File: config.mk
export PLATFORM = sky130hd
export DESIGN_NAME = hbp_span
export DESIGN_NICKNAME = d
export VERILOG_FILES = /design/src/hbp_pkg.sv /design/src/hbp_span.sv
export SDC_FILE = /design/constraint.sdc
export NUM_CORES = 2
export LEC_CHECK = 0
export ABC_AREA = 0
export BUFFER_PORTS_ARGS = -buffer_cell sky130_fd_sc_hd__buf_2
export CELL_PAD_IN_SITES_DETAIL_PLACEMENT = 0
export CELL_PAD_IN_SITES_GLOBAL_PLACEMENT = 1
export CORE_MARGIN = 2
export CORE_UTILIZATION = 44
export DETAILED_ROUTE_END_ITERATION = 8
export GPL_TIMING_DRIVEN = 0
export PLACE_DENSITY = 0.76
export RECOVER_POWER = 50
export REMOVE_ABC_BUFFERS = 1
export SYNTH_ARGS = -nofsm -noshare
export SYNTH_HDL_FRONTEND = slang
export SYNTH_SLANG_ARGS = --single-unit
File: constraint.sdc
create_clock -name clk -period 8 [get_ports clk]
set_input_delay 1.6 -clock clk [delete_from_list [all_inputs] [get_ports clk]]
set_output_delay 1.6 -clock clk [all_outputs]
set_load 0.01 [all_outputs]
File: src/hbp_pkg.sv
// ----------------------------------------------------------------------------
// hbp_pkg: shared types and constants for the hash block permute unit
// Widths, register codes, reset values and the reciprocal table that turns
// the block count into block boundaries without a divider.
// ----------------------------------------------------------------------------
package hbp_pkg;

    // Word and block geometry
    localparam int HASH_BITS     = 64;
    localparam int MAX_BLOCKS    = 16;
    localparam int ENTRY_BITS    = 4;
    localparam int ORDER_ENTRIES = 16;
    localparam int LANES         = (MAX_BLOCKS < ORDER_ENTRIES) ? MAX_BLOCKS : ORDER_ENTRIES;
    localparam int LANE_IDX_W    = $clog2(LANES);

    // Field widths
    localparam int COUNT_W   = 5;                        // block count register
    localparam int DIFF_W    = 4;                        // differing blocks register
    localparam int POS_W     = $clog2(HASH_BITS) + 1;    // bit position 0..64, sums up to 75
    localparam int SHIFT_W   = POS_W + 1;                // signed slot offset
    localparam int RECIP_FRAC = 16;
    localparam int RECIP_W   = RECIP_FRAC + 1;
    localparam int RECIP_SHIFT = RECIP_FRAC - $clog2(HASH_BITS);
    localparam int PROD_W    = RECIP_W + ENTRY_BITS;

    // Configuration port
    localparam int CFG_INDEX_W = 2;
    localparam int CFG_DATA_W  = HASH_BITS;

    localparam logic [CFG_INDEX_W-1:0] CFG_BLOCK_COUNT      = 2'd0;
    localparam logic [CFG_INDEX_W-1:0] CFG_DIFFERING_BLOCKS = 2'd1;
    localparam logic [CFG_INDEX_W-1:0] CFG_BLOCK_ORDER      = 2'd2;

    // Register reset values (identity order)
    localparam logic [COUNT_W-1:0]   BLOCK_COUNT_RST      = 5'd16;
    localparam logic [DIFF_W-1:0]    DIFFERING_BLOCKS_RST = 4'd3;
    localparam logic [HASH_BITS-1:0] BLOCK_ORDER_RST      = 64'hFEDC_BA98_7654_3210;

    // ceil(2^16 / n): floor(b*64/n) == (b * RECIP[n]) >> 10 for all b <= n <= 16
    localparam logic [RECIP_W-1:0] RECIP [0:ORDER_ENTRIES] = '{
        17'd0,     17'd65536, 17'd32768, 17'd21846, 17'd16384, 17'd13108,
        17'd10923, 17'd9363,  17'd8192,  17'd7282,  17'd6554,  17'd5958,
        17'd5462,  17'd5042,  17'd4682,  17'd4370,  17'd4096
    };

    // Span stage to slot stage: block start and width per order entry
    typedef struct packed {
        logic                              req_type;
        logic [HASH_BITS-1:0]              hash_value;
        logic                              err;
        logic [COUNT_W-1:0]                lead;
        logic [LANES-1:0][POS_W-1:0]       start;
        logic [LANES-1:0][POS_W-1:0]       width;
    } hbp_span_t;

    // Slot stage to move stage: source and destination offsets per lane
    typedef struct packed {
        logic [HASH_BITS-1:0]              hash_value;
        logic                              err;
        logic [HASH_BITS-1:0]              mask;
        logic [LANES-1:0][SHIFT_W-1:0]     src;
        logic [LANES-1:0][SHIFT_W-1:0]     dst;
        logic [LANES-1:0][POS_W-1:0]       width;
    } hbp_move_t;

endpackage

File: src/hbp_span.sv
// ----------------------------------------------------------------------------
// hbp_span: configuration decode and block span lanes
// Stage A snapshots the request with the effective block count, the error
// flag and the reciprocal. Stage B gives every order entry its block start
// and width, one small multiplier per lane.
// ----------------------------------------------------------------------------
module hbp_span import hbp_pkg::*;
(
    input  logic                   clk,
    input  logic                   rst_n,
    input  logic                   req_valid,
    output logic                   req_ready,
    input  logic                   req_type,
    input  logic [HASH_BITS-1:0]   hash_value,
    input  logic [COUNT_W-1:0]     block_count,
    input  logic [DIFF_W-1:0]      differing_blocks,
    input  logic [HASH_BITS-1:0]   block_order,
    output logic                   span_valid,
    input  logic                   span_ready,
    output hbp_span_t              span_data
);

    typedef struct packed {
        logic                 req_type;
        logic [HASH_BITS-1:0] hash_value;
        logic                 err;
        logic [COUNT_W-1:0]   lead;
        logic [COUNT_W-1:0]   nb;
        logic [RECIP_W-1:0]   recip;
        logic [HASH_BITS-1:0] order;
    } span_cfg_t;

    span_cfg_t          a_reg;
    span_cfg_t          a_next;
    logic               a_valid_reg;
    logic               a_ready;
    hbp_span_t          b_reg;
    hbp_span_t          b_next;
    logic               b_valid_reg;
    logic               b_ready;
    logic [COUNT_W-1:0] nb;

    // Stall chain: a stage loads when empty or when its successor loads
    assign b_ready   = !b_valid_reg || span_ready;
    assign a_ready   = !a_valid_reg || b_ready;
    assign req_ready = a_ready;

    // Decode the block count and the error condition
    always_comb
    begin
        nb = (block_count > COUNT_W'(LANES)) ? COUNT_W'(LANES) : block_count;
        a_next.req_type   = req_type;
        a_next.hash_value = hash_value;
        a_next.nb         = nb;
        a_next.err        = (nb <= {1'b0, differing_blocks});
        a_next.lead       = nb - {1'b0, differing_blocks};
        a_next.recip      = RECIP[nb];
        a_next.order      = block_order;
    end

    always_ff @(posedge clk or negedge rst_n)
    begin
        if (!rst_n)
        begin
            a_valid_reg <= 1'b0;
        end
        else if (a_ready)
        begin
            a_valid_reg <= req_valid;
        end
    end

    always_ff @(posedge clk)
    begin
        if (a_ready && req_valid)
        begin
            a_reg <= a_next;
        end
    end

    // Compute start and width of the block named by each order entry
    always_comb
    begin
        logic [ENTRY_BITS-1:0] blk;
        logic [PROD_W-1:0]     prod_lo;
        logic [PROD_W-1:0]     prod_hi;
        logic                  active;
        logic [POS_W-1:0]      lo;
        logic [POS_W-1:0]      hi;
        b_next.req_type   = a_reg.req_type;
        b_next.hash_value = a_reg.hash_value;
        b_next.err        = a_reg.err;
        b_next.lead       = a_reg.lead;
        for (int k = 0; k < LANES; k++)
        begin
            blk     = a_reg.order[k*ENTRY_BITS +: ENTRY_BITS];
            active  = (COUNT_W'(k) < a_reg.nb) && ({1'b0, blk} < a_reg.nb);
            prod_lo = PROD_W'(blk) * PROD_W'(a_reg.recip);
            prod_hi = prod_lo + PROD_W'(a_reg.recip);
            lo      = prod_lo[RECIP_SHIFT +: POS_W];
            hi      = prod_hi[RECIP_SHIFT +: POS_W];
            b_next.start[k] = active ? lo : '0;
            b_next.width[k] = active ? (hi - lo) : '0;
        end
    end

    always_ff @(posedge clk or negedge rst_n)
    begin
        if (!rst_n)
        begin
            b_valid_reg <= 1'b0;
        end
        else if (b_ready)
        begin
            b_valid_reg <= a_valid_reg;
        end
    end

    always_ff @(posedge clk)
    begin
        if (b_ready && a_valid_reg)
        begin
            b_reg <= b_next;
        end
    end

    assign span_valid = b_valid_reg;
    assign span_data  = b_reg;

    // Every lane span stays inside the hash word
    for (genvar g = 0; g < LANES; g++)
    begin : g_span_chk
        a_span_inside: assert property (@(posedge clk) disable iff (!rst_n)
            b_valid_reg && (b_reg.width[g] != '0)
            |-> ({1'b0, b_reg.start[g]} + {1'b0, b_reg.width[g]}) <= SHIFT_W'(HASH_BITS))
            else $error("block span runs past the top of the hash");
    end

endmodule

# Word level (Yosys, flattened, before mapping)
# Memories as Yosys holds them, arrays and structs flattened. A register that Yosys moved wholly into a read port is not among the register bits.
# Cells that the tools add are included.
dict set report classes {
  magnitude_cmp 34
  mul 16
  add_sub_neg 33
  muxes 1
  n_reduce_logical 22
  bitwise_logic 1
}
# operator n
set ops {}
lappend ops {{adder 17 bit} 16}
lappend ops {{multiplier 4 x 17 -> 17 bit} 16}
lappend ops {{subtractor 7 bit} 16}
lappend ops {{< comparator 4 x 5 -> 1 bit} 16}
lappend ops {{< comparator 4 x 5 -> 1 bit (first input constant)} 8}
lappend ops {{< comparator 3 x 5 -> 1 bit (first input constant)} 4}
lappend ops {{logical AND 1 bit} 18}
lappend ops {{< comparator 1 x 5 -> 1 bit (first input constant)} 2}
lappend ops {{< comparator 2 x 5 -> 1 bit (first input constant)} 2}
lappend ops {{NOT 5 -> 6 bit} 1}
lappend ops {{greater-than comparator 5 bit (second input constant)} 1}
lappend ops {{<= comparator 5 x 4 -> 1 bit} 1}
lappend ops {{2-to-1 mux 5 bit} 1}
lappend ops {{subtractor 5 x 4 -> 5 bit} 1}
lappend ops {{logical NOT 1 bit} 2}
lappend ops {{logical OR 1 bit} 2}
dict set report totals {
  wordCells 152
  rom_bits 544
  register_bits 437
  n_memories 1
}
# memory depth word_bits read_ports rd_ports_with_merged_regs wr line_no
set memory_table {}
lappend memory_table {{(no name shown)} 32 17 1 1 0 hbp_span.sv:57} ;# a_next.recip = RECIP[nb];

# Longest topological paths before layout
dict set report depth {
  depth_word 4
  mapped_depth 32
  ltp_nobuf 28
}

# Worst setup path after synthesis
# OpenSTA, ideal clock, no wires.
dict set report synth_timing {
  path_type {in2reg}
  from {in span_ready}
  to {reg b_reg, in the netlist span_data[0], enable pin}
  stages 2
  t_required_ns 7.307
  arrival_ns 8.373
  setup_slack_ns -1.066
  cell_sequence {nand2b_1 -> and2_1}
}
dict set report synth_via {
  elab_chain_cells 2
}
# element line_no
set synth_lines {}
lappend synth_lines {{start, declared} hbp_span.sv:19} ;# input logic span_ready,
lappend synth_lines {{logical OR 1 bit} hbp_span.sv:44} ;# assign b_ready = !b_valid_reg || span_ready;
lappend synth_lines {{logical AND 1 bit} hbp_span.sv:121} ;# if (b_ready && a_valid_reg)
lappend synth_lines {{end signal, assigned} hbp_span.sv:123} ;# b_reg <= b_next;
lappend synth_lines {{end, declared} hbp_span.sv:37} ;# hbp_span_t b_reg;
# Every way passes these cells.
# A chain may end at the register's enable or synchronous reset.

# Final worst setup path
dict set report layout_timing {
  from {reg, netlist name a_reg[68]}
  to {reg b_reg, in the netlist span_data[6], data pin}
}
dict set report layout_via {
  elab_chain_cells 3
}
# element line_no
set layout_lines {}
lappend layout_lines {{multiplier 4 x 17 -> 17 bit} hbp_span.sv:98} ;# prod_lo = PROD_W'(blk) * PROD_W'(a_reg.recip);
lappend layout_lines {{adder 17 bit} hbp_span.sv:99} ;# prod_hi = prod_lo + PROD_W'(a_reg.recip);
lappend layout_lines {{subtractor 7 bit (*)} hbp_span.sv:103} ;# b_next.width[k] = active ? (hi - lo) : '0;
# Every way passes the cells marked *; elsewhere a longest branch is shown, timed or not.

==> metrics.txt <==
outcome finished, violations left; failing checks max-capacitance violations, max-slew violations; Mapped Area approximately 56000 µm²; num ports 439; largest net degree at the start of global routing 71; Seq/Total Area, Yosys roughly 24%; post-synth top area cell edfxtp_1; clock buffer depth 3; Remaining Overflow, GRT 0; Clk Latency, worst-skew pair around 680 ps; mean routed wirelength per cell approximately 17 µm; Yosys cell types between 70 and 80; Starting Density 44.5%; Worst EP arrival approximately 8000 ps; vias in the first global route 43586; DP Wirelength 110000 µm; kind of critical path flip-flop to flip-flop; Area contributors post-synth edfxtp_1, fa_1, ha_1; vias roughly 43000; final instance area roughly 63000 µm²; first-pass iteration count of the detailed router 6; slowest stage delay, CP slightly below 700 ps; Levels on crit path 27; Worst slew margin -163%; Max VDD drop 0.263 mV; Worst path top cell family by delay adder cells; hold_buf cts 0; Slowest-stage cell, CP edfxtp_1; #FFs+latches synth about 450; Post-synth EDFFs ~450; Top FF cell, synth edfxtp_1; Register-to-Register Path Depth 27; Async S/R FF share, synth less than 1%; layout cell share with drive strength beyond 1 under 10%; CP Capture Type flip-flop; worst slew pin tran between 3000 and 4000 ps; Critical Path RT ~8400 ps; CTS root buf clkbuf_16; most instantiated library cell after synthesis inv_1; routability congestion estimate a little over 0.8; starting DRC count in detailed routing 2292; Worst setup SP type flip-flop; cts bufs inserted 54; IO buf count 438; vias per cell between 5 and 6; Layout Area Growth over Synthesis 12.5%; minimum clock period between 7000 and 8000 ps; Hold Path Depth 0; Avg Cell Area, Syn a little over 9 µm²; fmax about 0.13 GHz; Setup Skew between 40 and 50 ps; fin crit share 94.3%; leak pwr slightly below 30 nW; TritonCTS clock tree done; number of flip-flops in the largest register approximately 300; Reg clk slew, reported paths about 70 ps; WP buf/inv 6; Die Y between 300 and 400 µm; Hold Path Class flip-flop to flip-flop; Final #Nets ~7700; Final Slew Violations 344; initial antenna violation count 16; MaxCap Viol Count 6; gr usage total 21.8%; critical path peak fanout 18; ANT nets after route 0; CTS H-tree depth 2; clock sinks 454; # rows 130; Layout Utilization 50.0%; Placeable Area ~130000 µm²; Routed WL about 140000 µm; unrepaired setup endpoints after global routing false; die width ~360 µm; yosys warns 0; commonest cells in the netlist inv_1, ha_1, and2_1; setup violators final 0; # DRC 0; Die Area 130000 µm²; Pwr per Cell Area between 300 and 400 nW/µm²; cells after synthesis ~6000; first-pass GRT wire length approximately 230000 µm; cell area after placement roughly 60000 µm²; Final Hold Viols 0; Synth top area share between 20 and 25%
placed cells by master (no fill, tap or decap), types with 17 or more instances in the layout:
master / count
a211o_1: 17
a21oi_1: 329
clkbuf_1: 78
nor2_1: 321
nand2b_1: 76
and2_1: 648
clkbuf_16: 55
nand2_1: 471
or2_2: 19
edfxtp_1: 452
fa_1: 449
inv_1: 864
buf_16: 63
ha_1: 694
or3_1: 26
nor3_1: 111
a211oi_1: 45
o21a_1: 54
xnor2_1: 281
o21bai_1: 36
o21ai_0: 201
and3_1: 34
a31oi_1: 33
nor2b_1: 108
a2111oi_0: 17
xor2_1: 102
nand4_1: 45
buf_2: 371
nand3_1: 51
a21boi_0: 27
a21o_1: 137
final timing paths:
check	startpoint	end	slack, ps
worst max-delay path	a_reg[68]	span_data[6]	450
worst min-delay path	a_reg[143]	span_data[281]	420
worst max register to register	a_reg[68]	span_data[6]	450
worst min register to register	a_reg[143]	span_data[281]	420
max in group asynchronous	rst_n	span_valid	7160
min in group asynchronous	rst_n	a_valid_reg	710
kinds of logic after synthesis:
logic type      share of synthesized area (%)
flops                                    24.3
simple gates                             18.4
mux                                     0.333
fa+ha+maj                                31.6
buf+inv                                  7.38
compound gates                           12.0
xor+xnor                                 6.07
power by group:
part / switching [mW] / internal (mW)
logic: 7.03 / 5.63
registers: 0.276 / 3.58
clock network: 1.08 / 1.37
through the flow:
| stage | setup WS, ps | hold slack (ps) | std cells | TNS, ps | power, mW |
|---|---|---|---|---|---|
| global placement | -4650 | 400 | 7973 | -1514660 | 16.2 |
| global route | 88.2 | 425 | 8151 | 0 | 21.0 |
| finish | 453 | 416 | 8152 | 0 | 19.0 |
| floorplan | -1070 | 400 | 5885 | -314510 | 13.5 |
| CTS | 55.3 | 418 | 8147 | 0 | 19.2 |
| detailed placement | 119 | 405 | 8048 | 0 | 16.5 |
routing by layer:
layer	wire length [µm]	vias to the layer above	track usage, %
li1	-	21064	-
met1	64500	20988	28.9
met2	66700	739	36.9
met3	6390	204	3.05
met4	4150	14	6.37
met5	105	-	0
repair_timing:
item | in CTS | in global routing
setup buffers | 0 | 4
endpoints found under the setup margin | 0 | 3
gates resized for setup | 0 | 3
cell type report:
cell class	instances	area, µm²
antenna	1	2.50
clock buffer	66	1450
clock inverter	33	302
fill	11951	62900
inverter	866	3250
multi-input combinational	4565	38200
sequential	454	13600
tap	1650	2060
timing repair buffer	517	4020
(Power assumes the default switching activity.)
