`src/hbp_pkg.sv`:
```
// ----------------------------------------------------------------------------
// hbp_pkg: shared types and constants for the hash block permute unit
// Widths, register codes, reset values and the reciprocal table that turns
// the block count into block boundaries without a divider.
// ----------------------------------------------------------------------------
package hbp_pkg;

    // Word and block geometry
    localparam int HASH_BITS     = 64;
    localparam int MAX_BLOCKS    = 16;
    localparam int ENTRY_BITS    = 4;
    localparam int ORDER_ENTRIES = 16;
    localparam int LANES         = (MAX_BLOCKS < ORDER_ENTRIES) ? MAX_BLOCKS : ORDER_ENTRIES;
    localparam int LANE_IDX_W    = $clog2(LANES);

    // Field widths
    localparam int COUNT_W   = 5;                        // block count register
    localparam int DIFF_W    = 4;                        // differing blocks register
    localparam int POS_W     = $clog2(HASH_BITS) + 1;    // bit position 0..64, sums up to 75
    localparam int SHIFT_W   = POS_W + 1;                // signed slot offset
    localparam int RECIP_FRAC = 16;
    localparam int RECIP_W   = RECIP_FRAC + 1;
    localparam int RECIP_SHIFT = RECIP_FRAC - $clog2(HASH_BITS);
    localparam int PROD_W    = RECIP_W + ENTRY_BITS;

    // Configuration port
    localparam int CFG_INDEX_W = 2;
    localparam int CFG_DATA_W  = HASH_BITS;

    localparam logic [CFG_INDEX_W-1:0] CFG_BLOCK_COUNT      = 2'd0;
    localparam logic [CFG_INDEX_W-1:0] CFG_DIFFERING_BLOCKS = 2'd1;
    localparam logic [CFG_INDEX_W-1:0] CFG_BLOCK_ORDER      = 2'd2;

    // Register reset values (identity order)
    localparam logic [COUNT_W-1:0]   BLOCK_COUNT_RST      = 5'd16;
    localparam logic [DIFF_W-1:0]    DIFFERING_BLOCKS_RST = 4'd3;
    localparam logic [HASH_BITS-1:0] BLOCK_ORDER_RST      = 64'hFEDC_BA98_7654_3210;

    // ceil(2^16 / n): floor(b*64/n) == (b * RECIP[n]) >> 10 for all b <= n <= 16
    localparam logic [RECIP_W-1:0] RECIP [0:ORDER_ENTRIES] = '{
        17'd0,     17'd65536, 17'd32768, 17'd21846, 17'd16384, 17'd13108,
        17'd10923, 17'd9363,  17'd8192,  17'd7282,  17'd6554,  17'd5958,
        17'd5462,  17'd5042,  17'd4682,  17'd4370,  17'd4096
    };

    // Span stage to slot stage: block start and width per order entry
    typedef struct packed {
        logic                              req_type;
        logic [HASH_BITS-1:0]              hash_value;
        logic                              err;
        logic [COUNT_W-1:0]                lead;
        logic [LANES-1:0][POS_W-1:0]       start;
        logic [LANES-1:0][POS_W-1:0]       width;
    } hbp_span_t;

    // Slot stage to move stage: source and destination offsets per lane
    typedef struct packed {
        logic [HASH_BITS-1:0]              hash_value;
        logic                              err;
        logic [HASH_BITS-1:0]              mask;
        logic [LANES-1:0][SHIFT_W-1:0]     src;
        logic [LANES-1:0][SHIFT_W-1:0]     dst;
        logic [LANES-1:0][POS_W-1:0]       width;
    } hbp_move_t;

endpackage

```
`src/hbp_slot.sv`:
```
// ----------------------------------------------------------------------------
// hbp_slot: slot stacking and search mask
// A parallel prefix sum over the lane widths places each block below the
// ones before it; the direction then picks source and destination offsets.
// The mask covers the widths of the leading entries.
// ----------------------------------------------------------------------------
module hbp_slot import hbp_pkg::*;
(
    input  logic        clk,
    input  logic        rst_n,
    input  logic        span_valid,
    output logic        span_ready,
    input  hbp_span_t   span_data,
    output logic        slot_valid,
    input  logic        slot_ready,
    output hbp_move_t   slot_data
);

    hbp_move_t          c_reg;
    hbp_move_t          c_next;
    logic               c_valid_reg;
    logic               c_ready;
    logic [POS_W-1:0]   scan [0:LANES-1];
    logic [POS_W-1:0]   used [0:LANES-1];

    assign c_ready    = !c_valid_reg || slot_ready;
    assign span_ready = c_ready;

    // Inclusive prefix sum of widths, log2(LANES) levels
    always_comb
    begin
        for (int k = 0; k < LANES; k++)
        begin
            scan[k] = span_data.width[k];
        end
        for (int d = 1; d < LANES; d = d * 2)
        begin
            for (int k = LANES - 1; k >= d; k--)
            begin
                scan[k] = scan[k] + scan[k-d];
            end
        end
        used[0] = '0;
        for (int k = 1; k < LANES; k++)
        begin
            used[k] = scan[k-1];
        end
    end

    // Pick offsets per direction and build the search mask
    always_comb
    begin
        logic [SHIFT_W-1:0] slot_pos;
        logic [SHIFT_W-1:0] home_pos;
        logic [COUNT_W-1:0] lead_m1;
        logic [POS_W-1:0]   prefix;
        c_next.hash_value = span_data.hash_value;
        c_next.err        = span_data.err;
        for (int k = 0; k < LANES; k++)
        begin
            slot_pos = SHIFT_W'(HASH_BITS) - {1'b0, used[k]} - {1'b0, span_data.width[k]};
            home_pos = {1'b0, span_data.start[k]};
            c_next.src[k]   = span_data.req_type ? slot_pos : home_pos;
            c_next.dst[k]   = span_data.req_type ? home_pos : slot_pos;
            c_next.width[k] = span_data.width[k];
        end
        lead_m1 = span_data.lead - COUNT_W'(1);
        prefix  = scan[lead_m1[LANE_IDX_W-1:0]];
        c_next.mask = span_data.err ? '0 : ~({HASH_BITS{1'b1}} >> prefix);
    end

    always_ff @(posedge clk or negedge rst_n)
    begin
        if (!rst_n)
        begin
            c_valid_reg <= 1'b0;
        end
        else if (c_ready)
        begin
            c_valid_reg <= span_valid;
        end
    end

    always_ff @(posedge clk)
    begin
        if (c_ready && span_valid)
        begin
            c_reg <= c_next;
        end
    end

    assign slot_valid = c_valid_reg;
    assign slot_data  = c_reg;

    // Mask is a run of ones from the top bit down
    a_mask_top_run: assert property (@(posedge clk) disable iff (!rst_n)
        c_valid_reg |-> (((~c_reg.mask) & ((~c_reg.mask) + 64'd1)) == '0))
        else $error("search mask is not a contiguous top run");

endmodule

```
`config.mk`:
```
export PLATFORM = sky130hd
export DESIGN_NAME = hbp_slot
export DESIGN_NICKNAME = d
export VERILOG_FILES = /design/src/hbp_pkg.sv /design/src/hbp_slot.sv
export SDC_FILE = /design/constraint.sdc
export NUM_CORES = 1
export LEC_CHECK = 0
export CAP_MARGIN = 5
export CORE_AREA = 4 4 308 310
export CTS_BUF_LIST = sky130_fd_sc_hd__clkbuf_8
export DETAILED_ROUTE_END_ITERATION = 8
export DIE_AREA = 0 0 312 314
export DONT_BUFFER_PORTS = 1
export GPL_TIMING_DRIVEN = 1
export PLACE_DENSITY = 0.49
export RECOVER_POWER = 100
export SETUP_SLACK_MARGIN = 0.02
export SYNTH_ARGS = -nofsm -noshare
export SYNTH_HDL_FRONTEND = slang
export SYNTH_SLANG_ARGS = --single-unit
```
`constraint.sdc`:
```
create_clock -name clk -period 17.6 [get_ports clk]
set_input_delay 2.64 -clock clk [delete_from_list [all_inputs] [get_ports clk]]
set_output_delay 2.64 -clock clk [all_outputs]
set_load 0.01 [all_outputs]
```
=== Word-level counts from Yosys, hierarchy flattened ===
Cells that the tools add are included.

* $add $sub $neg: 80
* Magnitude comparators: 1
* Shift operators: 1
* Multiplexer cells: 35
* Bitwise logic cells: 2
* Reduce and logical (&&, ||, !) cells: 3

{| class="wikitable"
|+ Operators with widths
! kind !! number
|-
| 7-bit adder || 49
|-
| 7-bit two-way mux || 34
|-
| 7-bit by 7-bit subtractor with 8-bit output (first input constant) || 15
|-
| 8-bit by 7-bit subtractor with 8-bit output || 15
|-
| 64-bit inverter || 1
|-
| 64-bit by 7-bit right shift with 64-bit output (first input constant) || 1
|-
| 7-bit binary-select mux with 4-bit select || 1
|-
| 5-bit greater-or-equal comparator (second input constant) || 1
|-
| 4-bit inverter with 5-bit output || 1
|-
| 4-bit by 1-bit subtractor with 4-bit output (second input constant) || 1
|-
| 1-bit logical AND || 1
|-
| 1-bit logical NOT || 1
|-
| 1-bit logical OR || 1
|}

* Bits in registers: 498
* Input port bits: 299
* Output and inout port bits: 499
* Logic and storage cells: 206

=== Logic depth before layout (Yosys ltp) ===
Gate-level depths: netlist (run 1).

* Depth in word-level cells: 9
* Depth in mapped cells: 33
* Mapped depth without buffers: 33

=== Worst setup path after synthesis (run 1) ===
Ideal clock, no wire load.

* Kind: input to register
* Start point: input slot_ready
* End point: register c_reg, in the netlist slot_data[0], enable pin
* Setup time: 0.928 ns
* Data arrival time: 14.101 ns
* Required time: 16.672 ns
* Slack: 2.571 ns
* Stages on the path: 2
* Buffers on the path: 0
* Cells stage by stage: nand2b_1 and2_1

* Cells in the longest elaborated chain, start to end: 2

{| class="wikitable"
|+ RTL lines
! element !! line !! source
|-
| start, declared || hbp_slot.sv:15 || <nowiki>input logic slot_ready,</nowiki>
|-
| 1-bit logical OR || hbp_slot.sv:26 || <nowiki>assign c_ready = !c_valid_reg || slot_ready;</nowiki>
|-
| 1-bit logical AND || hbp_slot.sv:86 || <nowiki>if (c_ready && span_valid)</nowiki>
|-
| end signal, assigned || hbp_slot.sv:88 || <nowiki>c_reg <= c_next;</nowiki>
|-
| end, declared || hbp_slot.sv:19 || <nowiki>hbp_move_t c_reg;</nowiki>
|}

Every way passes these cells.
A chain may end at the register's enable or synchronous reset.

=== Worst setup path in the final report (run 1) ===
* Start point: input span_data[35] (netlist bit)
* End point: register c_reg, in the netlist slot_data[382], data pin

* Cells in the longest elaborated chain, start to end: 9
* Elaborated cells on any way between the ends: 27
* Those cells by class: add/sub: 22; shift: 1; mux: 3; bitwise: 1

{| class="wikitable"
|+ RTL lines
! element !! line !! source
|-
| start, declared || hbp_slot.sv:13 || <nowiki>input hbp_span_t span_data,</nowiki>
|-
| 7-bit adder (4 in series) || hbp_slot.sv:40 || <nowiki>scan[k] = scan[k] + scan[k-d];</nowiki>
|-
| 7-bit binary-select mux with 4-bit select (*) || hbp_slot.sv:68 || <nowiki>prefix = scan[lead_m1[LANE_IDX_W-1:0]];</nowiki>
|-
| 7-bit two-way mux (implied by the code) (*) (2 in series) || hbp_slot.sv:68 ||
|-
| 64-bit by 7-bit right shift with 64-bit output (*) || hbp_slot.sv:69 || <nowiki>c_next.mask = span_data.err ? '0 : ~({HASH_BITS{1'b1}} >> prefix);</nowiki>
|-
| 64-bit inverter (*) || hbp_slot.sv:69 ||
|}

Every way passes the cells marked *; elsewhere a longest branch is shown, timed or not. The select of a mux whose other input is x is not followed.

==> results.txt, run 1 <==
The number of instances in the synthesized netlist came out at between 2000 and 3000. The minimum setup slack after placement is 6.43 ns. The number of enable-type register cells in the synthesized netlist is just under 500. The most common cell after layout, fill and taps aside is edfxtp_1. Setup violations remaining at the end of the flow were counted as 0. The wire length reported by the detailed router is 119000 um. A synthesized cell averages 11.9 um2. The depth of the worst register-to-register path is 5. The total setup buffers inserted after CTS is 0. The arrival time of data at the critical path endpoint came out at 11.31 ns.

The via count of the first global-routing pass is roughly 23000. The fraction of final layout cells sized beyond drive strength 1 came out at under 10%. Clock skew on the completed layout was measured at roughly 0.031 ns. The number of port buffers came out at 0. The number of library cell types mapped by synthesis is 69. The flow ran to the end, but the final reports show violations.

The number of buffers inserted for hold repair after clock tree synthesis came out at 0. The routed layout has 22500 vias. The maximum clock rate is 0.0915 GHz.

Setup repair after global routing left no endpoint under its margin. The level count of the clock H-tree is 3. After the first detailed-routing iteration, the DRC count stood at 1517. After the last flow step, the layout net total stands at 3740. TritonCTS built the clock tree. The reg-to-reg startpoint is slot_valid. The routed wire length per instance came out at 28.6 um. The kind of end point of the critical path is a flop.

The checks that failed: capacitance limit, slew limit. The flop and latch count out of synthesis came out at roughly 500. For hold timing, the worst endpoint is slot_valid.

By startpoint and endpoint, the worst setup path is classified as in2reg. The Yosys step of the flow raised 0 warnings. Detailed placement finished with a half-perimeter wire length of 98700 um. The remaining global-route overflow is 0. The net count after synthesis came out at 3700. The placeable core region is 91700 um2. The cell total after placement came out at 4015. The root cell of the clock tree is clkbuf_8. No sink is reached through more buffers than the 3 on the longest clock path.

Among all flip-flop cells after synthesis, the most frequent one is edfxtp_1. The combinational family with the most area after synthesis is adder cells. The overall die area is 98000 um2. Dividing the detail-routed via count by the number of cells gives 5.40. The remaining number of nets flagged by the antenna check after routing is 0. The later-pin clock latency in the skew report came out at 0.74 ns. The ratio of final minimum period to clock period came out at 62.1%. The first global-routing pass estimated ~170000 um of wire.

The headroom to the max-slew limit came out at -165%. The share of synthesized cell area in and, or, nand and nor gates came out at approximately 4.6%. The post-layout instance count excluding filler cells came out at 4168. The area growth from synthesis to layout is 8.18%. The combined global-route utilization of all metal layers is between 20% and 30%. The complex-gate fraction of the synthesized area is between 10% and 20%. The proportion of register bits with asynchronous set or reset after synthesis came out at 0.201%. The number of cells on the worst hold path came out at 2. The terminus of the critical flop-to-flop path is slot_data[396]. The biggest fanout along the worst timing path is 43. The post-synthesis share of cell area spent on xor and xnor gates is 8.29%.

Of the total synthesized cell area, the portion taken by full adders, half adders and majority gates is 22.1%. Clock-pin slew was measured on the worst setup and hold paths at 0.06 ns. The mux share of post-synthesis cell area came out at between 4 and 5%. The number of placed I/O pins came out at roughly 800. The count of pins over their slew limit is 573. The starting utilization of the core area is 37.3%. The number of clock sinks seen by CTS is about 500. The fill cell total of the finished layout is 8792. The die span in x is 312 um. The setup check on the worst reg-to-reg path leaves a slack of 8.79 ns.

In the layout the commonest cells are edfxtp_1 (497), ha_1 (400), inv_1 (395), nand2_1 (208), a21oi_1 (202). The portion of the post-synthesis area used by sequential elements is around 44%. The weighted congestion at the end of routability-driven global placement came out at between 0.9 and 1. The clock period could shrink to 10.93 ns. The synthesized cell area came out at 34100 um2. The tool flagged a number of max-cap violations equal to 10. At the worst endpoint, the required time is approximately 18 ns. The number of antenna violations at the first check in global routing is 5.

The initialized floorplan defines 111 standard-cell rows. The path class of the lowest-slack min-delay path is reg2reg. The worst hold path begins at slot_valid. Entering global routing, the biggest net connects 239 pins. The final setup slack of the worst path came out at 6.67 ns. The transition time of the tightest slew-check pin is 3.98 ns. The number of instances resized during post-cts repair is 0.

The total negative slack is 0 ns. The die extent in y came out at between 300 and 400 um. The worst setup path is launched from an input pin. The first TritonRoute pass finished after 5 iterations. The final hold violation count came to 0.

The clock buffer count from CTS came out at 84. The detailed-route DRC error count came out at 0.
cells in the mapped netlist, types with 2 or more instances:
master    number  area [um2]
nor2_1        91         342
a221oi_1       3        26.3
a21o_1        86         646
clkinv_1       2        7.51
and2_1         7        43.8
o21ai_0      156         781
nor2b_1       10        62.6
a21oi_1      194         971
o211ai_1      16         120
nand3_1       21         105
nand2_1      207         777
o31ai_1        2        15.0
inv_1        371        1390
mux4_2        25         563
a21oi_2       10        87.6
and3_1         3        18.8
nand3b_1       2        15.0
a211oi_1       8        60.1
clkbuf_1      61         229
xor2_1        89         780
nor3_1        12        60.1
fa_1         126        2520
or4_1          2        15.0
ha_1         400        5000
a31oi_1       18         113
o21a_1        13        97.6
edfxtp_1     497       14900
xnor3_1       11         248
buf_6          4        45.0
xnor2_1      193        1690
nand2b_1       7        43.8
o21bai_1      75         563
xnor3_2        2        47.6
a41oi_2       14         228
mux2_2        85         957
xor3_1         2        47.6
or2_2          4        25.0
a41oi_1        3        26.3
mux2i_1        8        80.1
buf_2          6        30.0
metal layers:
layer,track usage (%),vias up,share of wire [%]
met1,27.8,11200,39
li1,-,10300,-
met2,42.8,845,52
met4,7.95,4,3.2
met5,0,-,0.023
met3,5.34,175,6.3
per-stage QoR:
| step | util, % | hold slack (ns) | area, um2 |
|---|---|---|---|
| floorplan | - | 0.622 | 34100 |
| global placement | 38.8 | 0.750 | 35500 |
| detailed placement | 38.8 | 0.763 | 35500 |
| CTS | 40.5 | 0.780 | 37200 |
| global route | 40.3 | 0.813 | 36900 |
| finish | 40.3 | 0.764 | 36900 |
state kept, by name, summed over array words and instances (netlist names):
register	flops
slot_data	497
slot_valid	1
cell families (layout without fill, tap and decap cells):
family	Yosys count	after routing
AO/OA/AOI/OAI	614	614
XOR/XNOR	298	298
adder cells (fa/ha/maj)	527	527
buffers and inverters	449	554
flip-flops	498	498
multiplexers	118	118
other	0	2
AND/OR/NAND/NOR	371	371
cell type report:
cell class | count | area, um2 | area share [%]
multi-input combinational | 1928 | 17300 | 46.8
sequential | 498 | 14900 | 40.5
tap | 1186 | 1480 | 4.02
inverter | 374 | 1410 | 3.80
clock buffer | 92 | 1270 | 3.43
clock inverter | 59 | 362 | 0.979
timing repair buffer | 29 | 181 | 0.491
antenna | 2 | 5.00 | 0.0135
how the worst max path moves through the flow:
stage                  start        endpoint  slack [ns]  cells after the start
5_1_grt        span_data[35]  slot_data[428]        6.33                     25
4_1_cts        span_data[35]  slot_data[366]        7.22                     26
3_3_place_gp   span_data[35]  slot_data[366]        6.48                     26
3_5_place_dp   span_data[35]  slot_data[366]        6.43                     26
2_1_floorplan     slot_ready    slot_data[0]        2.57                      2
6_report       span_data[35]  slot_data[382]        6.67                     25
worst max-delay path: stages:
cell and delay, ns:
ha_1 0.21, fa_1 0.43, xor2_1 0.54, ha_1 0.38, a21oi_1 0.12, o21ai_0 0.15
xor2_1 0.38, ha_1 0.33, xor2_1 0.66, inv_1 0.14, fa_1 0.51, inv_1 0.05
fa_1 0.48, fa_1 0.54, inv_1 0.04, ha_1 0.33, a21oi_1 0.23, o21ai_0 0.21
xnor2_1 0.44, xnor3_1 0.48, xnor3_1 0.25, mux2i_1 0.15, nand3_1 0.14, nand2_1 1.19
a41oi_1 0.28
Power of run 1 is left out: the tool's default activity adds up to more than one toggle a clock period on the data nets, which glitch-free logic cannot reach.
==> run 2, diff against run 1 <==
==> constraint.sdc (replaced) <==
create_clock -name clk -period 10.5 [get_ports clk]
set_input_delay 1.575 -clock clk [delete_from_list [all_inputs] [get_ports clk]]
set_output_delay 1.575 -clock clk [all_outputs]
set_load 0.01 [all_outputs]
==> run 2 against run 1 <==
  * The flow still finishes with violations (capacitance limit, slew limit)
  * Critical path depth increased by 2
  * Sequential share of layout area about the same
  * Sequential cell count unchanged
  * Wire length increased by 0.21%
  * Die area unchanged
  * Clock-buffer cell count decreased by 10
  * Via count decreased by 0.12%
  * Worst setup slack got worse by 5.5 ns
  * Global-route usage increased by 0.10 points
  * Design area about the same
  * Critical path type unchanged
==> results.txt, run 2 (synthesis results as in run 1) <==
The number of buffers inserted for hold repair after clock tree synthesis came out at 0 (unchanged). The endpoint required time on the critical path was 11.07 ns (was 17.98 ns). The reg-to-reg startpoint was slot_valid (unchanged). The remaining number of nets flagged by the antenna check after routing came to 0 (unchanged). The clock tree from TritonCTS was done (unchanged). The slowest library cell on the worst path was clkbuf_1 (was nand2_1). The largest buffer count on any clock path is 3 (unchanged). The later-pin clock latency in the skew report is 0.74 ns (about the same).

The ratio of final minimum period to clock period is 89.0%. The transition time of the tightest slew-check pin came to 3.99 ns (was 3.98 ns). The wire length reported by the detailed router came out at 119000 um (about the same). The number of violations of the max-capacitance limit came out at 7 (was 10). The combined global-route utilization of all metal layers came to 23.8% (was 23.7%).

The headroom to the max-slew limit was -166% (was -165%). The area growth from synthesis to layout is 8.27% (was 8.18%). The total setup buffers inserted after CTS came out at 0 (unchanged). The weighted congestion at the end of routability-driven global placement came out at 0.926 (was 0.920).

The terminus of the critical flop-to-flop path is slot_data[343] (was slot_data[396]). The starting utilization of the core area is 37.3% (unchanged). Status: finished, violations left (unchanged).

The startpoint of the worst setup timing path is span_data[7] (was span_data[35]). The startpoint-to-endpoint class of the critical path is in2reg (unchanged). The most common cell after layout, fill and taps aside is edfxtp_1 (unchanged). The remaining global-route overflow is 0 (unchanged). The fill cell total of the finished layout came out at 8805 (was 8792). The die extent in y came to 314 um (unchanged). The via count came out at 22500 (about the same). The biggest fanout along the worst timing path came to 16 (was 43). The number of core rows came out at 111 (unchanged). The DRC marker count from the first detailed-route iteration came out at 1641 (was 1517). The via count of the first global-routing pass came out at 23100 (about the same). The number of antenna violations at the first check in global routing was 5 (unchanged).

The register clock-pin slew on the reported worst setup and hold paths came to 0.06 ns (about the same). The number of instances resized during post-cts repair came to 0 (unchanged). The largest net degree at the start of global routing is 239 (unchanged).

The timing endpoint of the critical path is slot_data[382] (unchanged). The routed wire length per instance came to 28.7 um (was 28.6 um). The count of pins over their slew limit came out at 670 (was 573). Commonest cells after routing, fill and taps aside: edfxtp_1 (497), ha_1 (400), inv_1 (391), nand2_1 (207), a21oi_1 (202) (was edfxtp_1 (497), ha_1 (400), inv_1 (395), nand2_1 (208), a21oi_1 (202)). The number of failing setup endpoints in the final timing report was 0 (unchanged). The number of placed I/O pins is 798 (unchanged).

The depth of the worst register-to-register path came out at 4 (was 5). The detailed-route vias per instance is 5.39 (was 5.40). Unrepaired setup endpoints after global routing: no (unchanged). The final hold violation count was 0 (unchanged). The final-stage net count is 3747 (was 3740). The area used by sequential logic in the layout came out at 14900 um2 (unchanged). The final worst clock skew is 0.0325 ns (was 0.0314 ns). Violated checks: capacitance limit, slew limit (unchanged). The half-perimeter wire length of the detailed placement result is 98100 um (was 98700 um).

The overall die area was 98000 um2 (unchanged). The area occupied by multi-input gates came to 17300 um2 (about the same). The clock buffer count from CTS was 82 (was 84). The worst path needs 9.34 ns of the cycle, external delays included. The flip-flop count of the largest register after layout came out at 497 (unchanged). The level count of the clock H-tree is 3 (unchanged). The fraction of final layout cells sized beyond drive strength 1 is 8.22% (was 8.15%). The launching element type of the critical path is an input pin (unchanged). The die span in x came to 312 um (unchanged). The global-route wire length before repair is 167000 um (was 166000 um).

The arrival time of data at the critical path endpoint came to 9.91 ns (was 11.31 ns). The delay contributed by the slowest stage of the critical path came out at 0.55 ns (was 1.19 ns). The path class of the lowest-slack min-delay path was in2async (was reg2reg). The kind of end point of the critical path is a flop (unchanged). The placeable core region came to 91700 um2 (unchanged). The total negative slack is 0 ns (unchanged). The number of clock sinks seen by CTS came out at 498 (unchanged).

The setup slack of the worst register-to-register path is 2.35 ns (was 8.79 ns). The number of port buffers came to 0 (unchanged). The detailed-route DRC error count is 0 (unchanged). The number of detailed-routing iterations run before antenna repair came out at 8 (was 5). The maximum clock rate is 0.107 GHz. The root cell of the clock tree is clkbuf_8 (unchanged).
## run 2: changes by cell type in the layout (fill, tap and decap cells not counted), sizes merged
cell,before,now
buf,16,17
bufinv,2,5
inv,400,398
diode,2,3
clkbuf,105,103
clkinvlp,4,5
clkinv,27,26
## run 2: through the flow
| stage | cells | hold slack (ns) | area (um2) | utilization [%] | setup slack, ns |
|---|---|---|---|---|---|
| global route | 4168 | 0.466 | 37000 | 40.3 | 0.762 |
| finish | 4169 | 0.526 | 37000 | 40.3 | 1.16 |
| floorplan | 2875 | 0.622 | 34100 | - | 2.08 |
| global placement | 4024 | 0.754 | 35600 | 38.9 | 1.06 |
| detailed placement | 4024 | 0.742 | 35600 | 38.9 | 1.10 |
| CTS | 4166 | 0.440 | 37200 | 40.6 | 1.93 |
## run 2: area by class of cell
| class | count | share of cell area, % |
|---|---|---|
| flip-flops and latches | 498 | 40.4 |
| clock inverters | 60 | 1.19 |
| diodes | 3 | 0.0203 |
| multi-input cells | 1928 | 46.9 |
| well taps | 1186 | 4.01 |
| clock buffers | 82 | 3.05 |
| inverters | 374 | 3.80 |
| repair buffers | 38 | 0.606 |
## run 2: worst min-delay path by stage
stage | endpoint | depth (start not counted) | from | slack [ns]
floorplan | slot_valid | 2 | slot_valid | 0.62
global placement | slot_valid | 2 | slot_valid | 0.75
detailed placement | slot_valid | 2 | slot_valid | 0.74
CTS | slot_valid | 0 | rst_n | 0.44
global route | slot_valid | 0 | rst_n | 0.47
finish | slot_valid | 0 | rst_n | 0.53
## run 2: layer usage
metal	GRT usage, %	wire length, um	vias to the layer above
met2	42.5	61100	870
li1	-	-	10300
met1	27.4	45100	11200
met5	0	22	-
met3	6.25	8800	182
met4	8.94	4440	4
## run 2: critical path: cells and delay by family
kind,cells,cell delay [ns]
XOR/XNOR,4,0.82
multiplexers,3,1.06
buffers and inverters,6,1.59
AND/OR/NAND/NOR,3,0.87
adder cells (fa/ha/maj),8,3.16
AO/OA/AOI/OAI,3,0.82
Power of run 2 is left out for the same reason.
==> run 3, diff against run 2 <==
--- a/config.mk
+++ b/config.mk
@@ -6,13 +6,15 @@
 export NUM_CORES = 1
 export LEC_CHECK = 0
 export CAP_MARGIN = 5
-export CORE_AREA = 4 4 308 310
+export CELL_PAD_IN_SITES_DETAIL_PLACEMENT = 0
+export CELL_PAD_IN_SITES_GLOBAL_PLACEMENT = 1
+export CORE_AREA = 4 4 309 311
 export CTS_BUF_LIST = sky130_fd_sc_hd__clkbuf_8
 export DETAILED_ROUTE_END_ITERATION = 8
-export DIE_AREA = 0 0 312 314
+export DIE_AREA = 0 0 313 315
 export DONT_BUFFER_PORTS = 1
 export GPL_TIMING_DRIVEN = 1
-export PLACE_DENSITY = 0.49
+export PLACE_DENSITY = 0.6
 export RECOVER_POWER = 100
 export SETUP_SLACK_MARGIN = 0.02
 export SYNTH_ARGS = -nofsm -noshare
==> run 3 against run 2 <==
  * The run still ends with capacitance limit, slew limit left
  * Register-to-register slack gained 0.07 ns
  * Critical path depth up 1
  * Die area is 0.64% higher
  * Critical path type unchanged
  * Largest cell class unchanged
==> results.txt, run 3 (synthesis results as in run 1) <==
The number of port buffers is 0 (unchanged). The final cell utilization of the core is 40.0% (was 40.3%). Status: finished, violations left (unchanged).

Unrepaired setup endpoints after global routing: no (unchanged). The ratio of final minimum period to clock period came out at 90.3% (was 89.0%). The later-pin clock latency in the skew report came out at 0.73 ns (was 0.74 ns). The detailed-route DRC error count is 0 (unchanged). The number of failing setup endpoints in the final timing report was 0 (unchanged). The post-layout instance count excluding filler cells is 4242 (was 4169). The level count of the clock H-tree is 3 (unchanged).

The number of antenna violations at the first check in global routing came out at 15 (was 5). The final hold violation count came out at 0 (unchanged). The remaining global-route overflow is 0 (unchanged). The flip-flop count of the largest register after layout came to 497 (unchanged). The area growth from synthesis to layout came out at 8.72% (was 8.27%). The die extent in y is 315 um (was 314 um). The root cell of the clock tree is clkbuf_8 (unchanged). The number of instances resized during post-cts repair came out at 0 (unchanged). The overall die area came to 98600 um2 (was 98000 um2). The headroom to the max-slew limit is -387% (was -166%). The starting utilization of the core area came out at 36.8% (was 37.3%). The via count came out at 22400 (was 22500).

The remaining number of nets flagged by the antenna check after routing is 0 (unchanged). The placeable core region is 92800 um2 (was 91700 um2). The number of detailed-routing iterations run before antenna repair is 6 (was 8). The register clock-pin slew on the reported worst setup and hold paths came out at 0.06 ns (about the same).

The maximum clock rate came out at 0.105 GHz (was 0.107 GHz). The via count of the first global-routing pass is 22500 (was 23100). Commonest cells after routing, fill and taps aside: edfxtp_1 (497), ha_1 (400), inv_1 (394), nand2_1 (207), a21oi_1 (197) (was edfxtp_1 (497), ha_1 (400), inv_1 (391), nand2_1 (207), a21oi_1 (202)). The largest buffer count on any clock path was 3 (unchanged). The half-perimeter wire length of the detailed placement result is 99900 um (was 98100 um).

The final-stage net count came to 3744 (was 3747). The transition time of the tightest slew-check pin was 7.31 ns (was 3.99 ns). The biggest fanout along the worst timing path came out at 12 (was 16). The number of clock sinks seen by CTS is 498 (unchanged). The number of violations of the max-capacitance limit came out at 4 (was 7).

The routed wire length per instance came out at 29.0 um (was 28.7 um). The number of placed I/O pins came out at 798 (unchanged). The smallest hold slack is 0.537 ns (was 0.526 ns). The fraction of final layout cells sized beyond drive strength 1 came out at 8.81% (was 8.22%). The arrival time of data at the critical path endpoint was 9.92 ns (was 9.91 ns). Violated checks: capacitance limit, slew limit (unchanged). The total setup buffers inserted after CTS came out at 0 (unchanged). The global-route wire length before repair is 170000 um (was 167000 um).

The clock tree from TritonCTS was done (unchanged). The final critical path time including I/O delays and setup came out at 9.48 ns (was 9.34 ns). The cell total after placement came to 4088 (was 4024). The DRC marker count from the first detailed-route iteration came out at 1896 (was 1641). The kind of end point of the critical path was a flop (unchanged). The die span in x is 313 um (was 312 um). The detailed-route vias per instance was 5.29 (was 5.39). The combined global-route utilization of all metal layers is 24.3% (was 23.8%). The setup slack of the worst register-to-register path was 2.42 ns (was 2.35 ns). The launching element type of the critical path is an input pin (unchanged).

The total negative slack is 0 ns (unchanged). The weighted congestion at the end of routability-driven global placement was 0.934 (was 0.926). The endpoint required time on the critical path came out at 10.94 ns (was 11.07 ns). The wire length reported by the detailed router is 123000 um (was 119000 um).

The number of buffers inserted for hold repair after clock tree synthesis is 0 (unchanged). The path class of the lowest-slack min-delay path is in2async (unchanged). The clock buffer count from CTS is 83 (was 82). The number of core rows was 112 (was 111). The most common cell after layout, fill and taps aside is edfxtp_1 (unchanged). The count of pins over their slew limit came out at 467 (was 670).

The largest net degree at the start of global routing is 239 (unchanged). The final worst clock skew is 0.0415 ns (was 0.0325 ns). The startpoint-to-endpoint class of the critical path was in2reg (unchanged).
run 3: layout make-up:
class                   instances  area, um2
flip-flops and latches        498      14900
multi-input cells            1928      17300
repair buffers                 34        231
diodes                          3       7.51
clock inverters                62        418
clock buffers                  89       1220
inverters                     374       1410
well taps                    1254       1570
fillers                      8923      55600
run 3: worst max-delay path, cell delays in order:
cell	delay [ns]
ha_1	0.21
fa_1	0.43
xor2_1	0.53
ha_1	0.38
a21oi_1	0.12
o21ai_0	0.15
xor2_1	0.36
ha_1	0.33
xor2_1	0.31
inv_1	0.14
fa_1	0.50
inv_1	0.05
fa_1	0.48
fa_1	0.55
inv_1	0.04
ha_1	0.33
a21o_1	0.20
a21oi_1	0.17
xor2_1	0.41
mux4_2	0.33
mux2i_1	0.11
a22oi_1	0.16
o41ai_1	0.11
a211oi_1	1.11
buf_4	0.35
nand2b_1	0.21
o22a_1	0.17
a31oi_1	0.09
run 3: per-layer routing:
metal / GRT usage (%) / vias up / wire length [um]
met5: 0 / - / 0
met4: 7.20 / 0 / 3380
met3: 5.42 / 161 / 9250
met2: 40.8 / 940 / 59300
met1: 31.4 / 11100 / 51000
li1: - / 10300 / -
run 3: stage by stage:
| stage | instance area, um2 | setup WS, ns |
|---|---|---|
| after floorplan | 34100 | 2.08 |
| after global placement | 35700 | 1.05 |
| after detailed placement | 35700 | 1.08 |
| after CTS | 37300 | 1.86 |
| after global routing | 37100 | 0.747 |
| final | 37100 | 1.02 |
run 3: path summary, 6_finish.rpt:
kind,to,cells past startpoint,startpoint
worst max-delay path,slot_data[379],28,span_data[35]
worst min-delay path,slot_valid,0,rst_n
worst max register to register,slot_data[426],4,slot_valid
worst min register to register,slot_valid,2,slot_valid
max in group asynchronous,slot_valid,0,rst_n
min in group clk,slot_valid,2,slot_valid
Power of run 3 is left out for the same reason.
